--- src/rtl/core/lrfp_pkg.sv ---
// ----------------------------------------------------------------------------
// lrfp_pkg
// Shared widths, constants and types of the likelihood rate solver.
// ----------------------------------------------------------------------------
package lrfp_pkg;

    localparam int MaxSamples = 4096;
    localparam int FracBits   = 32;
    localparam int ValW       = 56;
    localparam int AddrW      = $clog2(MaxSamples);
    localparam int CntW       = $clog2(MaxSamples + 1);
    localparam int DivSteps   = ValW + FracBits;
    localparam int DivCntW    = $clog2(DivSteps + 1);

    localparam logic [ValW-1:0] ValMax = {ValW{1'b1}};
    localparam logic [ValW-1:0] OneQ   = ValW'(64'd1 << FracBits);

    localparam logic [1:0] CfgUnitBg  = 2'd0;
    localparam logic [1:0] CfgTol     = 2'd1;
    localparam logic [1:0] CfgFloor   = 2'd2;
    localparam logic [1:0] CfgIterLim = 2'd3;

    localparam logic [1:0] StConverged = 2'd0;
    localparam logic [1:0] StFloor     = 2'd1;
    localparam logic [1:0] StLimit     = 2'd2;

    typedef struct packed {
        logic            start;
        logic [ValW-1:0] num;
        logic [ValW-1:0] den;
    } lrfp_div_req_t;

    typedef struct packed {
        logic            done;
        logic [ValW-1:0] quo;
    } lrfp_div_rsp_t;

    typedef struct packed {
        logic            start;
        logic [ValW-1:0] a;
        logic [ValW-1:0] b;
    } lrfp_mul_req_t;

    typedef struct packed {
        logic            done;
        logic [ValW-1:0] prod;
    } lrfp_mul_rsp_t;

    function automatic logic [ValW-1:0] add_sat(input logic [ValW-1:0] a,
                                                 input logic [ValW-1:0] b);
        logic [ValW:0] s;
        s = {1'b0, a} + {1'b0, b};
        return s[ValW] ? ValMax : s[ValW-1:0];
    endfunction

endpackage

--- src/rtl/core/lrfp_mul.sv ---
// ----------------------------------------------------------------------------
// lrfp_mul
// Fixed-point multiplier, floor(a*b / 2^FracBits) saturated, built from four
// 28 x 28 partial products accumulated in turn.
// ----------------------------------------------------------------------------
module lrfp_mul (
    input  logic                   aclk,
    input  logic                   aresetn,
    input  lrfp_pkg::lrfp_mul_req_t req,
    output lrfp_pkg::lrfp_mul_rsp_t rsp
);
    import lrfp_pkg::*;

    localparam int HalfW = ValW / 2;
    localparam int FullW = 2 * ValW;

    logic             busy_reg;
    logic [1:0]       step_reg;
    logic [ValW-1:0]  a_reg;
    logic [ValW-1:0]  b_reg;
    logic [FullW-1:0] acc_reg;
    logic             done_reg;

    logic [HalfW-1:0]   pa;
    logic [HalfW-1:0]   pb;
    logic [ValW-1:0]    pp;
    logic [FullW-1:0]   pp_sh;
    logic [FullW-1:0]   shifted;

    always_comb begin
        pa = step_reg[0] ? a_reg[ValW-1:HalfW] : a_reg[HalfW-1:0];
        pb = step_reg[1] ? b_reg[ValW-1:HalfW] : b_reg[HalfW-1:0];
        pp = pa * pb;
        pp_sh = FullW'(pp) << (HalfW * (32'(step_reg[0]) + 32'(step_reg[1])));
        shifted = acc_reg >> FracBits;
    end

    always_ff @(posedge aclk) begin
        done_reg <= 1'b0;
        if (!aresetn) begin
            busy_reg <= 1'b0;
        end else if (req.start) begin
            busy_reg <= 1'b1;
            step_reg <= '0;
            a_reg    <= req.a;
            b_reg    <= req.b;
            acc_reg  <= '0;
        end else if (busy_reg) begin
            acc_reg  <= acc_reg + pp_sh;
            step_reg <= step_reg + 1'b1;
            if (step_reg == 2'd3) begin
                busy_reg <= 1'b0;
                done_reg <= 1'b1;
            end
        end
    end

    assign rsp.done = done_reg;
    assign rsp.prod = (shifted[FullW-1:ValW] != '0) ? ValMax : shifted[ValW-1:0];

endmodule

--- config.mk ---
export PLATFORM = sky130hd
export DESIGN_NAME = lrfp_mul
export DESIGN_NICKNAME = d
export VERILOG_FILES = /design/src/rtl/core/lrfp_pkg.sv /design/src/rtl/core/lrfp_mul.sv
export SDC_FILE = /design/constraint.sdc
export NUM_CORES = 2
export LEC_CHECK = 0
export BUFFER_PORTS_ARGS = -buffer_cell sky130_fd_sc_hd__buf_2
export CAP_MARGIN = 20
export CELL_PAD_IN_SITES_DETAIL_PLACEMENT = 1
export CELL_PAD_IN_SITES_GLOBAL_PLACEMENT = 1
export CORE_UTILIZATION = 45
export CTS_CLUSTER_DIAMETER = 120
export CTS_CLUSTER_SIZE = 24
export DETAILED_ROUTE_END_ITERATION = 6
export PLACE_DENSITY = 0.8
export SYNTH_ARGS = -nofsm -noshare
export SYNTH_HDL_FRONTEND = slang
export SYNTH_SLANG_ARGS = --single-unit
--- constraint.sdc ---
create_clock -name aclk -period 10.5 [get_ports aclk]
set_clock_uncertainty 0.1 [all_clocks]
set_input_delay 3.15 -clock aclk [delete_from_list [all_inputs] [get_ports aclk]]
set_output_delay 3.15 -clock aclk [all_outputs]
set_load 0.02 [all_outputs]
==> results of run 1 <==
Yosys cell counts (all sizes together), types with 17 or more instances:
cell    instances  area (um^2)
a211oi         27          218
a21o           94          706
a21oi         261         1310
a31oi          31          194
and2           30          188
and3           30          188
buf            23          103
clkbuf        233          876
edfxtp        226         6790
fa            675        13500
ha            324         4050
inv           833         3130
mux2           66          743
mux2i          78          781
nand2         572         2150
nand2b         18          113
nand3          52          260
nand4          53          332
nor2          691         2590
nor2b          20          125
nor3           39          200
o211ai         22          165
o21a           37          278
o21ai         153          769
o21bai         40          300
o22ai          22          138
o31ai          17          128
or3            63          394
xnor2          93          815
xor2           58          516
cells by family after synthesis:
logic type / after synthesis / share of synthesized area
and+or+nand+nor: 1624 / 0.159
buffers and inverters: 1089 / 0.0939
adders and majority gates: 999 / 0.402
AOI/OAI and AO/OA: 832 / 0.123
DFF: 228 / 0.156
xor gates and xnor gates: 151 / 0.0304
muxes: 144 / 0.0349
metal layers:
metal,track usage,overflow
met1,0.725,0
met2,0.876,12
met3,0.663,5
met4,0.726,22
met5,0.490,0
timing repair:
item	4_1_cts
hold buffers	0
pin swaps	186
resized for setup	562
setup endpoints to repair	82
buffers inserted	94
cloned	9
through the flow:
step	worst slack [ns]	std cells	hold slack, ns	util	setup TNS [ns]
global placement	-1.04	7292	0.510	0.563	-41.72
detailed placement	-1.37	7292	0.505	0.563	-64.26
floorplan	-0.000406	5067	0.389	-	-0.000406
CTS	-0.433	7423	0.505	0.607	-13.26
==> out/summary.md, run 1 <==
## Run status
• stopped before the end — run status
• global routing — step where the flow halted
• [ERROR GRT-0232] Routing congestion too high. Check the congestion heatmap in the GUI. — Tool Error

## Synthesis
• 43700 um^2 — Syn Std Cell Area
• sky130_fd_sc_hd__edfxtp_1 — prevailing post-synth register cell
• 226 — count of flip-flops with a built-in enable after synthesis
• 6181 — net count after synthesis
• 89 — Cell variety after synth
• 5067 — Synth Instances
• 0.156 — share of synthesized area occupied by flip-flops and latches
• 0 — share of synthesized flip-flops with an asynchronous set or reset
• 228 — FF+latch count, synth
• 8.62 um^2 — Post-Syn Area per Cell
• 0 — count of synthesis-stage warnings from yosys

## Clock network
• 19 — TritonCTS Buffers
• 1 — level count of the clock H-tree
• sky130_fd_sc_hd__clkbuf_16 — cell at the root of the clock tree
• 228 — number of sinks driven by the clock tree
• 3 — Bufs on Longest Clock Path

## Floorplan
• 113 — row count
• 172 — number of top-level pins
• 314 um — floorplan die height
• 314 um — Chip Width
• 0.457 — Starting Density

## GRT
• 0.748 — Tot GR Track Use
• 67 — number of antenna violations at the first check in global routing
• 83 — largest net degree at the start of global routing
• 39 — grt ovf

## Timing
• acc_reg[111]$_SDFFCE_PP0P_/D — last reported worst endpoint of the global-route repair pass
• sequential cell input — kind of endpoint with the least setup slack

## Placement
• 171 — count of input and output buffers
• 164000 um — detailed-placement wirelength estimate
• 1.01 — Placer Congestion
• 53800 um^2 — placed instance area

==> run 2: changes to the inputs <==
==> config.mk (replaced) <==
export PLATFORM = sky130hd
export DESIGN_NAME = lrfp_mul
export DESIGN_NICKNAME = d
export VERILOG_FILES = /design/src/rtl/core/lrfp_pkg.sv /design/src/rtl/core/lrfp_mul.sv
export SDC_FILE = /design/constraint.sdc
export NUM_CORES = 2
export LEC_CHECK = 0
export BUFFER_PORTS_ARGS = -buffer_cell sky130_fd_sc_hd__buf_2
export CAP_MARGIN = 20
export CORE_UTILIZATION = 40
export DETAILED_ROUTE_END_ITERATION = 6
export PLACE_DENSITY_LB_ADDON = 0.15
export SYNTH_ARGS = -nofsm -noshare
export SYNTH_HDL_FRONTEND = slang
export SYNTH_SLANG_ARGS = --single-unit
==> constraint.sdc (replaced) <==
create_clock -name aclk -period 13.7 [get_ports aclk]
set_clock_uncertainty 0.1 [all_clocks]
set_input_delay 4.11 -clock aclk [delete_from_list [all_inputs] [get_ports aclk]]
set_output_delay 4.11 -clock aclk [all_outputs]
set_load 0.02 [all_outputs]
==> out/summary.md, run 2 <==
## Run status
• finished clean — run status

## Timing
• 0 — Final setup viols
• 0.255 — worst relative slew slack
• 0.963 — final clock period utilization by the worst path
• 0 ns — total negative setup slack
• 1.09 ns — Worst Tran Pin Value
• false — unrepaired setup endpoints after global routing
• 0.0758 GHz — fmax
• 0 — max-slew violations
• 0 — number of endpoints with negative hold slack in the final report
• 13.20 ns — final period demand of the worst path

## Synthesis
• 6181 — net count after synthesis, unchanged
• 0 — count of synthesis-stage warnings from yosys, unchanged
• 43700 um^2 — Syn Std Cell Area, unchanged
• 0.0349 — multiplexer fraction of the synthesized cell area, unchanged
• sky130_fd_sc_hd__edfxtp_1 — prevailing post-synth register cell
• 226 — count of flip-flops with a built-in enable after synthesis, unchanged
• 0.309 — share of the synthesized area in the top cell type, unchanged
• 0.159 — synthesized-area fraction occupied by and/or/nand/nor cells, unchanged
• 0.0304 — xor/xnor share of the synthesized area, unchanged
• sky130_fd_sc_hd__fa_1 31%, sky130_fd_sc_hd__edfxtp_1 16%, sky130_fd_sc_hd__ha_1 9.3% — cell types occupying the most area after synthesis
• 0.123 — Compound-Gate Fraction of Synth Area, unchanged
• 8.62 um^2 — Post-Syn Area per Cell, unchanged
• 228 — FF+latch count, synth, unchanged
• 0 — share of synthesized flip-flops with an asynchronous set or reset, unchanged
• 89 — Cell variety after synth, unchanged
• sky130_fd_sc_hd__fa_1 — library cell occupying the most area in the post-synthesis netlist
• sky130_fd_sc_hd__inv_1 — count leader, synth
• 832 x sky130_fd_sc_hd__inv_1, 691 x sky130_fd_sc_hd__nor2_1, 675 x sky130_fd_sc_hd__fa_1 — leading post-synthesis cells by instance count
• 0.402 — adder and majority cell fraction of the synthesized area, unchanged
• 5067 — Synth Instances, unchanged
• adder cells — dominant combinational cell family by area after synthesis
• 0.156 — share of synthesized area occupied by flip-flops and latches, unchanged

## Clock network
• 0 — hold-fix buffers at CTS, unchanged
• 35 — TritonCTS Buffers, +16
• 2 — level count of the clock H-tree, +1
• 0 — post-CTS repair timing setup buffer count, -100%
• 3 — Bufs on Longest Clock Path, unchanged
• 0.63 ns — clock insertion delay at the later pin of the skew report
• 0 — post-cts resize count, -100%
• sky130_fd_sc_hd__clkbuf_16 — cell at the root of the clock tree
• 228 — number of sinks driven by the clock tree, unchanged
• 0.06 ns — clock slew seen by the registers of the worst setup and hold paths
• built — clock tree from TritonCTS

## Worst setup path
• 13.95 ns — Worst EP required
• 41 — Critical Path Stages
• acc_reg[109] — end of the worst register-to-register path
• 0.88 ns — delay contributed by the slowest stage of the critical path
• 0.50 ns — r2r setup slk
• sky130_fd_sc_hd__fa_1 — Top cell by count, worst path
• flop — kind of launch point of the worst setup path
• sky130_fd_sc_hd__mux2i_2 — Max stage delay cell, worst path
• step_reg[0] — worst reg2reg path startpoint
• 13.44 ns — arrival time reported for the critical path endpoint
• 41 — R2R depth
• 8 — WP buf/inv
• 22 — critical path peak fanout
• reg -> reg — WS Path Type
• flop — critical path capture point type
• adder cells — family of cells with the greatest summed delay on the critical path

## GRT
• 83 — largest net degree at the start of global routing
• 3 — number of antenna violations at the first check in global routing
• 0 — grt ovf
• 236000 um — wire length of the first global-routing pass
• 37931 — number of global-route vias before repair
• 0.281 — Tot GR Track Use

## Placement
• 171 — count of input and output buffers, unchanged
• 125000 um — detailed-placement wirelength estimate, -23%
• 0.963 — Placer Congestion, -4.9%

## Hold path
• done_reg — worst hold endpoint
• reg -> reg — worst hold-check path type
• 1 — Worst Hold Path Cells
• busy_reg — Worst Min Path Start

## Detailed routing
• 5 — router iterations before antenna repair
• 5.62 — post-DR vias/cell
• 36734 — number of vias after detailed routing
• 2601 — number of design-rule violations left by the first detailed-router iteration
• 0 — residual DRC count
• 23.5 um — average wire per standard cell
• 0 — antenna viol nets, final
• 154000 um — wirelength, routed

## Final layout
• 8.38% — Layout area overhead
• 6225 — final layout net count
• 0 — count of antenna diodes in the layout
• sky130_fd_sc_hd__inv_1 — most common cell after layout, fill and taps aside
• 831 x sky130_fd_sc_hd__inv_1, 691 x sky130_fd_sc_hd__nor2_1, 675 x sky130_fd_sc_hd__fa_1 — most frequent cells in the layout
• 112 — number of flip-flops in the largest register
• 0.0843 — fraction of layout instances using a drive strength above 1

## Floorplan
• 120 — row count, +6.2%
• 333 um — Chip Width, +6.0%
• 111000 um^2 — full die area
• 0.406 — Starting Density, -0.0513
• 108000 um^2 — CORE AREA
• 333 um — floorplan die height, +6.0%
• 172 — number of top-level pins, unchanged

## Job
• 0 — max-cap viol count

run 2: cell counts after synthesis:
No cell type changed its count.
run 2: how the worst max path moves through the flow:
stage / start / to
floorplan: step_reg[0] / acc_reg[99]
global placement: step_reg[0] / acc_reg[109]
detailed placement: step_reg[0] / acc_reg[109]
CTS: step_reg[0] / acc_reg[109]
global route: step_reg[0] / acc_reg[109]
finish: step_reg[0] / acc_reg[109]
run 2: cell type report:
cell class	instances	area (um^2)
Clock inverter	23	294
Multi-Input combinational cell	3750	32900
Sequential cell	228	6830
Clock buffer	38	887
Inverter	833	3130
Timing Repair Buffer	263	1590
Tap cell	1403	1760
Fill cell	10777	60300
run 2: cells by family (layout without fill, tap and decap cells):
logic type	Yosys count	count (layout)
and+or+nand+nor	1624	1624
xor gates and xnor gates	151	151
DFF	228	228
adders and majority gates	999	999
muxes	144	144
buffers and inverters	1089	1157
AOI/OAI and AO/OA	832	832
run 2: worst reg2reg max path: cells and delay by family (launching register included):
| kind | cells | cell delay (ns) |
|---|---|---|
| DFF | 1 | 0.79 |
| xor gates and xnor gates | 1 | 0.44 |
| adders and majority gates | 9 | 4.35 |
| buffers and inverters | 8 | 0.82 |
| AOI/OAI and AO/OA | 12 | 3.25 |
| muxes | 3 | 1.58 |
| and+or+nand+nor | 8 | 1.61 |
run 2: per-stage QoR:
step	hold slack [ns]	worst slack (ns)	cells	utilization	area, um^2
after floorplan	0.389	2.63	5067	-	43700
after global placement	0.427	0.742	6475	0.429	46200
after detailed placement	0.422	0.675	6475	0.429	46200
after CTS	0.442	0.617	6536	0.440	47300
after global routing	0.454	0.0617	6538	0.440	47400
final	0.436	0.504	6538	0.440	47400
run 2: routing by layer:
metal | part of all wire | GRT usage | vias to the layer above
met3 | 0.068 | 0.0419 | 263
li1 | - | - | 16545
met4 | 0.042 | 0.105 | 6
met5 | 0.00027 | 0 | -
met1 | 0.43 | 0.378 | 18576
met2 | 0.46 | 0.456 | 1344
Power of run 2 is left out: the tool's default activity adds up to more than one toggle a clock period on the data nets, which glitch-free logic cannot reach.
