===== config.mk =====
export PLATFORM = sky130hd
export DESIGN_NAME = lrfp_div
export DESIGN_NICKNAME = d
export VERILOG_FILES = /design/src/rtl/core/lrfp_pkg.sv /design/src/rtl/core/lrfp_div.sv
export SDC_FILE = /design/constraint.sdc
export NUM_CORES = 1
export LEC_CHECK = 0
export BUFFER_PORTS_ARGS = -buffer_cell sky130_fd_sc_hd__buf_2
export CAP_MARGIN = 10
export CORE_ASPECT_RATIO = 1.75
export CORE_UTILIZATION = 23
export DETAILED_ROUTE_END_ITERATION = 8
export GPL_ROUTABILITY_DRIVEN = 0
export PLACE_DENSITY = 0.42
export SYNTH_ARGS = -nofsm -noshare
export SYNTH_HDL_FRONTEND = slang
export SYNTH_SLANG_ARGS = --single-unit

===== constraint.sdc =====
create_clock -name aclk -period 6.55 [get_ports aclk]
set_input_delay 0.655 -clock aclk [delete_from_list [all_inputs] [get_ports aclk]]
set_output_delay 0.655 -clock aclk [all_outputs]
set_load 0.02 [all_outputs]

===== src/rtl/core/lrfp_pkg.sv =====
// ----------------------------------------------------------------------------
// lrfp_pkg
// Shared widths, constants and types of the likelihood rate solver.
// ----------------------------------------------------------------------------
package lrfp_pkg;

    localparam int MaxSamples = 4096;
    localparam int FracBits   = 32;
    localparam int ValW       = 56;
    localparam int AddrW      = $clog2(MaxSamples);
    localparam int CntW       = $clog2(MaxSamples + 1);
    localparam int DivSteps   = ValW + FracBits;
    localparam int DivCntW    = $clog2(DivSteps + 1);

    localparam logic [ValW-1:0] ValMax = {ValW{1'b1}};
    localparam logic [ValW-1:0] OneQ   = ValW'(64'd1 << FracBits);

    localparam logic [1:0] CfgUnitBg  = 2'd0;
    localparam logic [1:0] CfgTol     = 2'd1;
    localparam logic [1:0] CfgFloor   = 2'd2;
    localparam logic [1:0] CfgIterLim = 2'd3;

    localparam logic [1:0] StConverged = 2'd0;
    localparam logic [1:0] StFloor     = 2'd1;
    localparam logic [1:0] StLimit     = 2'd2;

    typedef struct packed {
        logic            start;
        logic [ValW-1:0] num;
        logic [ValW-1:0] den;
    } lrfp_div_req_t;

    typedef struct packed {
        logic            done;
        logic [ValW-1:0] quo;
    } lrfp_div_rsp_t;

    typedef struct packed {
        logic            start;
        logic [ValW-1:0] a;
        logic [ValW-1:0] b;
    } lrfp_mul_req_t;

    typedef struct packed {
        logic            done;
        logic [ValW-1:0] prod;
    } lrfp_mul_rsp_t;

    function automatic logic [ValW-1:0] add_sat(input logic [ValW-1:0] a,
                                                 input logic [ValW-1:0] b);
        logic [ValW:0] s;
        s = {1'b0, a} + {1'b0, b};
        return s[ValW] ? ValMax : s[ValW-1:0];
    endfunction

endpackage


===== src/rtl/core/lrfp_div.sv =====
// ----------------------------------------------------------------------------
// lrfp_div
// Restoring divider, floor(a * 2^FracBits / d), one quotient bit per cycle,
// saturating on overflow and on a zero divisor.
// ----------------------------------------------------------------------------
module lrfp_div (
    input  logic                   aclk,
    input  logic                   aresetn,
    input  lrfp_pkg::lrfp_div_req_t req,
    output lrfp_pkg::lrfp_div_rsp_t rsp
);
    import lrfp_pkg::*;

    logic                busy_reg;
    logic [DivCntW-1:0]  pos_reg;
    logic [ValW-1:0]     num_reg;
    logic [ValW-1:0]     den_reg;
    logic [ValW:0]       rem_reg;
    logic [ValW-1:0]     quo_reg;
    logic                sat_reg;
    logic                done_reg;

    logic [ValW:0]       rem_sh;
    logic                bit_in;
    logic                ge;
    logic [ValW:0]       rem_sub;

    always_comb begin
        bit_in  = (pos_reg >= DivCntW'(FracBits)) ?
                  num_reg[ValW-1] : 1'b0;
        rem_sh  = {rem_reg[ValW-1:0], bit_in};
        ge      = rem_sh >= {1'b0, den_reg};
        rem_sub = rem_sh - {1'b0, den_reg};
    end

    always_ff @(posedge aclk) begin
        done_reg <= 1'b0;
        if (!aresetn) begin
            busy_reg <= 1'b0;
        end else if (req.start) begin
            busy_reg <= (req.den != '0);
            done_reg <= (req.den == '0);
            sat_reg  <= (req.den == '0);
            pos_reg  <= DivCntW'(DivSteps - 1);
            num_reg  <= req.num;
            den_reg  <= req.den;
            rem_reg  <= '0;
            quo_reg  <= '0;
        end else if (busy_reg) begin
            if (pos_reg >= DivCntW'(FracBits)) begin
                num_reg <= {num_reg[ValW-2:0], 1'b0};
            end
            rem_reg <= ge ? rem_sub : rem_sh;
            if (ge && pos_reg >= DivCntW'(ValW)) begin
                sat_reg <= 1'b1;
            end
            quo_reg <= {quo_reg[ValW-2:0], ge};
            if (pos_reg == '0) begin
                busy_reg <= 1'b0;
                done_reg <= 1'b1;
            end else begin
                pos_reg <= pos_reg - 1'b1;
            end
        end
    end

    assign rsp.done = done_reg;
    assign rsp.quo  = sat_reg ? ValMax : quo_reg;

endmodule


==> impl_results.md, run 1 <==
* Maximum number of pins on one net before global-route repair at between 90 and 100
* Worst EP required at 6850 ps
* Half-perimeter wire length of the detailed placement result at 27.4 mm
* Initial DRT Pass Iterations at 5
* Combined area of all synthesized cells at between 10000 and 15000 µm²
* Post-CTS sizing at 0
* Maximum clock rate at roughly 250 MHz
* Max Transition Viols Final at 0
* Post-synthesis to final-layout area growth at 19.7%
* # rows at approximately 120
* Synth warnings at 0
* Number of max-cap violations at 0
* Via count normalized by instance count at 4.49
* Wirelength, routed at 37.5 mm
* Average cell area after synthesis at 11.2 µm²
* Max IR drop VDD at 0.165 mV
* Number of distinct library cell variants in the gate-level netlist after synthesis at 64
* Boundary Pins at 172
* Height of the chip at 319 µm
* Slew at the pin closest to its max-slew limit at 1050 ps
* Proportion of synthesized flip-flops having asynchronous set or reset at 0%
* CP Class: reg -> reg
* Level count of the clock H-tree at 1
* Average wire per standard cell at 17.7 µm
* Final-report hold violation count at 0
* Max-Slew Margin vs Limit at 30.2%
* CP max FO at 36
* Hold buffers post-CTS at 0
* Initial antenna violation count at 5
* Number of cells traversed by the worst hold path at 1
* DIE WIDTH at between 150 and 200 µm
* Number of clock sinks at about 230
* Worst hold path type: in -> reg
* Synthesis-stage register bit count at 234
* Share of cells above drive strength 1 at between 20% and 30%
* Total of buffers placed on input and output ports at 171
* Initial standard-cell utilization of the core at 23.2%
* Post-layout nets at 1508
* Filler Cells Inserted at 5989
* Net Count, Synth at 1358
* Design Power at 0.00447 W
* Buffers from clock root to sink, at most at 3
* Top cell type by total area after synthesis: sky130_fd_sc_hd__edfxtp_1
* Slowest stage cell, crit path: sky130_fd_sc_hd__buf_4
* Number of buffers inserted by post-CTS setup repair at 0
* Leading cell type in the layout, fill and taps excluded: sky130_fd_sc_hd__edfxtp_1
* Placed Instances at roughly 2.1k
* Worst path cell trace: ha_1 -> nand2_2 -> or3_1 -> a31o_1 -> a21oi_2 -> nor3b_1 -> o31ai_4 -> a21oi_2 -> o21ai_4 -> buf_4 -> mux2i_1 -> nor2_1
* DIE AREA at 58500 µm²
* Skew final at 29.9 ps
* Nature of the critical path endpoint: flip-flop
* Clock Root Buffer: sky130_fd_sc_hd__clkbuf_16
* GRT Residual Overflow at 0
* Area of the multi-input gates at 5700 µm²
* Hold WS at 249 ps
* Core region area at 57000 µm²
* Antenna-violating nets left at 0
* Clock tree from TritonCTS: built
* Sequential cell area at 7010 µm²
* CP max stage delay at about 530 ps
* Minimum period implied by the final worst setup slack at 3980 ps
* Final routed DRC violation total at 0
* Clock latency at the later pin of the worst-skew pair at about 600 ps
* Via count of the first global-routing pass at 10.0k
* Area share of the leading cell type in the synthesized netlist at 52.6%
* Post-synth EDFFs at approximately 230
* Diodes inserted at 0
* Top cells by area in the synthesized netlist: sky130_fd_sc_hd__edfxtp_1 (53%), sky130_fd_sc_hd__ha_1 (5.5%), sky130_fd_sc_hd__mux2_2 (4.7%)
* Status: finished, final reports clean
* Vias post-DR at 9523
* Cell Pwr Density at 283 nW/µm²
* Leakage power figure at 6.18 nW
* Setup TNS at 0 ps
* Overall fraction of global-route tracks in use at 12.9%
* RSZ-0062 raised after global routing: no
* Sequential share of the synthesized area at 52.9%
* Most used cells in the layout excluding fill and tap cells: sky130_fd_sc_hd__edfxtp_1 (232), sky130_fd_sc_hd__buf_2 (170), sky130_fd_sc_hd__inv_1 (79)
* Top_reg_cell synth: sky130_fd_sc_hd__edfxtp_1
* CP Data Arrival Time at approximately 4300 ps
* Sort of element at the start of the critical path: flip-flop
* Worst-case reg-to-reg path depth at 12
* TritonCTS Buffers at 28
* Fraction of the cycle the final worst path needs at 60.8%
* First-pass GRT wire length at 57.7 mm
* Crit path top cell by count: sky130_fd_sc_hd__a21oi_2
* Post-route insts no fill at 2123
* Synthesized instance count at about 1.2k
* Final setup violation count at 0
* Initial DRC count at 460
* Clock transition at the registers of the reported paths at 70 ps
[area by class of cell]
type / count / area share, %
well taps: 767 / 6.06
flip-flops and latches: 234 / 44.2
repair buffers: 179 / 5.82
multi-input cells: 811 / 36.0
clock buffers: 36 / 4.99
clock inverters: 16 / 0.995
inverters: 80 / 1.90
[worst max-delay path: cells and delay by family (launching register included)]
family / cells / cell delay (ps)
flip-flops: 1 / 390
buffers and inverters: 1 / 530
adder cells (fa/ha/maj): 1 / 420
AND/OR/NAND/NOR: 4 / 720
multiplexers: 1 / 250
AO/OA/AOI/OAI: 5 / 1350
[logic make-up (layout without fill, tap and decap cells)]
| group | Yosys count | after routing | share of synthesized area (%) |
|---|---|---|---|
| AOI/OAI and AO/OA | 235 | 235 | 11.6 |
| xor gates and xnor gates | 49 | 49 | 3.24 |
| adders and majority gates | 59 | 59 | 5.63 |
| buffers and inverters | 139 | 311 | 4.18 |
| DFF | 234 | 234 | 52.9 |
| muxes | 89 | 89 | 7.25 |
| and+or+nand+nor | 379 | 379 | 15.1 |
[metal layers]
layer	share of wire, %	vias to the layer above	track usage [%]
met1	39	4615	14.1
met5	0.13	-	0
met2	53	207	23.9
met3	4.6	64	2.35
li1	-	4629	-
met4	3.4	8	5.35
[final timing paths]
check / to / startpoint / slack [ps]
worst max-delay path: rem_reg[26] / rem_reg[6] / 2570
worst max register to register: rem_reg[26] / rem_reg[6] / 2570
worst min-delay path: den_reg[12] / req[12] / 250
worst min register to register: done_reg / busy_reg / 510
[where the power goes]
part / total (W) / switching (W) / internal (W)
clock: 0.00161 / 0.000703 / 0.000903
combinational: 0.00102 / 0.000615 / 0.000401
sequential: 0.00185 / 0.0000503 / 0.00180
total: 0.00447 / 0.00137 / 0.00311
[cells in the mapped netlist (all sizes together) (3+ instances only)]
master and instances:
xnor2 32, mux2i 34, o22ai 7, nand2 71, nand2b 6, nand3 11
edfxtp 232, a21o 28, or2 58, o21bai 13, nor2b 61, or3 6
buf 14, nand4 25, a31oi 8, a211oi 16, o211ai 6, a21oi 73
and3 5, o31ai 5, and2 6, nor2 75, o21a 14, xor2 17
nor3 20, clkbuf 45, o32ai 3, nor4 23, ha 58, a21boi 4
mux2 55, inv 80, o21ai 40
[per-stage QoR]
step                utilization [%]  area (µm²)  setup slack [ps]
CTS                            27.8       15800              2540
detailed placement             26.1       14900              2570
global route                   27.8       15800              2310
finish                         27.8       15800              2570
floorplan                         -       13200              1340
global placement               26.1       14900              2680
Power figures use the tool's default switching activity.
==> run 2, diff against run 1 <==
==> constraint.sdc (replaced) <==
create_clock -name aclk -period 3.75 [get_ports aclk]
set_input_delay 0.375 -clock aclk [delete_from_list [all_inputs] [get_ports aclk]]
set_output_delay 0.375 -clock aclk [all_outputs]
set_load 0.02 [all_outputs]
==> impl_results.md, run 2 (synthesis gave the netlist of run 1 again) <==
* Sort of element at the start of the critical path: flip-flop
* Initial DRT Pass Iterations at 5 (unchanged)
* Share of cells above drive strength 1 at 25.6% (-0.51 points)
* Boundary Pins at 172 (unchanged)
* Initial antenna violation count at 2 (-3)
* Status: finished, final reports clean
* Number of max-cap violations at 0 (unchanged)
* RSZ-0062 raised after global routing: no
* Post-layout nets at 1569 (+4.0%)
* # rows at 116 (unchanged)
* Clock Root Buffer: sky130_fd_sc_hd__clkbuf_16
* TritonCTS Buffers at 27 (-3.6%)
* Clock latency at the later pin of the worst-skew pair at 580 ps (-20 ps)
* Fraction of the cycle the final worst path needs at 91.8% (+31 points)
* Pre-CTS worst setup slack at 17.2 ps (-2550 ps)
* Cell Pwr Density at 480 nW/µm² (+70%)
* Max-Slew Margin vs Limit at 32.0% (+1.8 points)
* Final routed DRC violation total at 0 (unchanged)
* Nature of the critical path endpoint: flip-flop
* CP max FO at 5 (-86%)
* Post-synthesis to final-layout area growth at 24.2%
* DIE WIDTH at 183 µm (unchanged)
* Number of clock sinks at 234 (unchanged)
* DIE AREA at 58500 µm² (unchanged)
* CP Class: reg -> reg
* Via count normalized by instance count at 4.46 (-0.49%)
* Average wire per standard cell at 17.5 µm (-0.92%)
* Worst EP required at 4070 ps (-2780 ps)
* Clock transition at the registers of the reported paths at 60 ps (about the same)
* Final setup violation count at 0 (unchanged)
* Half-perimeter wire length of the detailed placement result at 28.0 mm (+2.1%)
* Setup TNS at 0 ps (unchanged)
* Maximum clock rate at 290 MHz (+16%)
* Skew final at 18.1 ps (-11.8 ps)
* Level count of the clock H-tree at 1 (unchanged)
* Total of buffers placed on input and output ports at 171 (unchanged)
* Antenna-violating nets left at 0 (unchanged)
* Leakage power figure at 6.44 nW (+4.3%)
* Height of the chip at 319 µm (unchanged)
* Final-report hold violation count at 0 (unchanged)
* Wirelength, routed at 38.2 mm (+1.9%)
* Leading cell type in the layout, fill and taps excluded: sky130_fd_sc_hd__edfxtp_1
* Design Power at 0.00789 W (+76%)
* Buffers from clock root to sink, at most at 3 (unchanged)
* Max IR drop VDD at 0.322 mV (+95%)
* Most used cells in the layout excluding fill and tap cells: sky130_fd_sc_hd__edfxtp_1 (232), sky130_fd_sc_hd__buf_2 (170), sky130_fd_sc_hd__inv_1 (79)
* Setup ws final at 306 ps (-2260 ps)
* GRT Residual Overflow at 0 (unchanged)
* Post-layout utilization of the core at 28.8% (+1.0 points)
* Overall fraction of global-route tracks in use at 13.0% (+0.16 points)
* Core region area at 57000 µm² (unchanged)
* Initial DRC count at 438 (-4.8%)
* Clock tree from TritonCTS: built
* Slew at the pin closest to its max-slew limit at 1020 ps (-31.2 ps)
* CP Data Arrival Time at 3760 ps (-520 ps)
* Via count of the first global-routing pass at 10.2k (+2.1%)
* First-pass GRT wire length at 58.9 mm (+2.0%)
* Max Transition Viols Final at 0 (unchanged)
* Filler Cells Inserted at 5932 (-0.95%)
* Maximum number of pins on one net before global-route repair at 82 (-9.9%)
* Vias post-DR at 9744 (+2.3%)
* Worst hold path type: in -> reg
* Initial standard-cell utilization of the core at 23.2% (unchanged)
* Minimum period implied by the final worst setup slack at 3440 ps (-538 ps)
* Hold WS at 20.0 ps (-229 ps)
-- run 2: changes by cell type in the layout (fill, tap and decap cells not counted), moves of 2 or more --
cell	previous run	this run
sky130_fd_sc_hd__clkinv_1	1	3
sky130_fd_sc_hd__dlygate4sd3_1	0	48
sky130_fd_sc_hd__clkbuf_8	6	0
sky130_fd_sc_hd__o21ai_0	36	33
sky130_fd_sc_hd__buf_12	0	4
sky130_fd_sc_hd__diode_2	0	2
sky130_fd_sc_hd__bufinv_16	1	4
sky130_fd_sc_hd__o21ai_1	2	4
sky130_fd_sc_hd__buf_4	8	18
-- run 2: metal layers --
metal / vias to the layer above / track usage, % / part of all wire (%)
met3: 64 / 1.77 / 3.7
li1: 4753 / - / -
met5: - / 0 / 0
met2: 205 / 24.0 / 52
met1: 4722 / 14.7 / 40
met4: 0 / 5.91 / 4.2
-- run 2: power breakdown --
group | switching [W] | internal (W)
Sequential | 0.0000941 | 0.00315
Clock | 0.00120 | 0.00160
Combinational | 0.00108 | 0.000766
-- run 2: repair_timing --
item / 4_1_cts / 5_1_grt
setup buffers: 0 / 1
endpoints found under the hold margin: 48 / 0
endpoints found under the setup margin: 1 / 43
hold buffers: 48 / 0
pin swaps: 0 / 1
resized for setup: 1 / 3
-- run 2: cell type report --
cell class	count	area (µm²)	area share (%)
clock inverters	18	215	1.31
repair buffers	241	1560	9.48
flip-flops and latches	234	7010	42.6
multi-input cells	811	5700	34.7
well taps	767	960	5.84
diodes	2	5.00	0.0305
clock buffers	30	687	4.18
inverters	80	300	1.83
-- run 2: path summary, 6_finish.rpt --
| check | from | end | slack (ps) | depth (start not counted) |
|---|---|---|---|---|
| max reg2reg | pos_reg[5] | rem_reg[40] | 310 | 13 |
| min reg2reg | busy_reg | done_reg | 520 | 2 |
| max | pos_reg[5] | rem_reg[40] | 310 | 13 |
| min | req[30] | den_reg[30] | 20 | 1 |
-- run 2: critical path: stages, from the launching register on --
cell and delay [ps]:
sky130_fd_sc_hd__edfxtp_1 460, sky130_fd_sc_hd__o21ai_1 250, sky130_fd_sc_hd__ha_1 230, sky130_fd_sc_hd__fa_1 220, sky130_fd_sc_hd__nor2b_1 60, sky130_fd_sc_hd__o21ai_1 250, sky130_fd_sc_hd__o21ai_1 180, sky130_fd_sc_hd__o21a_1 230
sky130_fd_sc_hd__a221o_1 410, sky130_fd_sc_hd__nor3_1 240, sky130_fd_sc_hd__a211o_1 200, sky130_fd_sc_hd__o21ai_0 120, sky130_fd_sc_hd__xnor2_1 210, sky130_fd_sc_hd__o22ai_1 120
-- run 2: per-stage QoR --
stage / instance area [µm²] / std cells
after floorplan: 13200 / 1184
after global placement: 15000 / 2084
after detailed placement: 15000 / 2084
after global routing: 16400 / 2183
final: 16400 / 2183
after CTS: 16400 / 2180
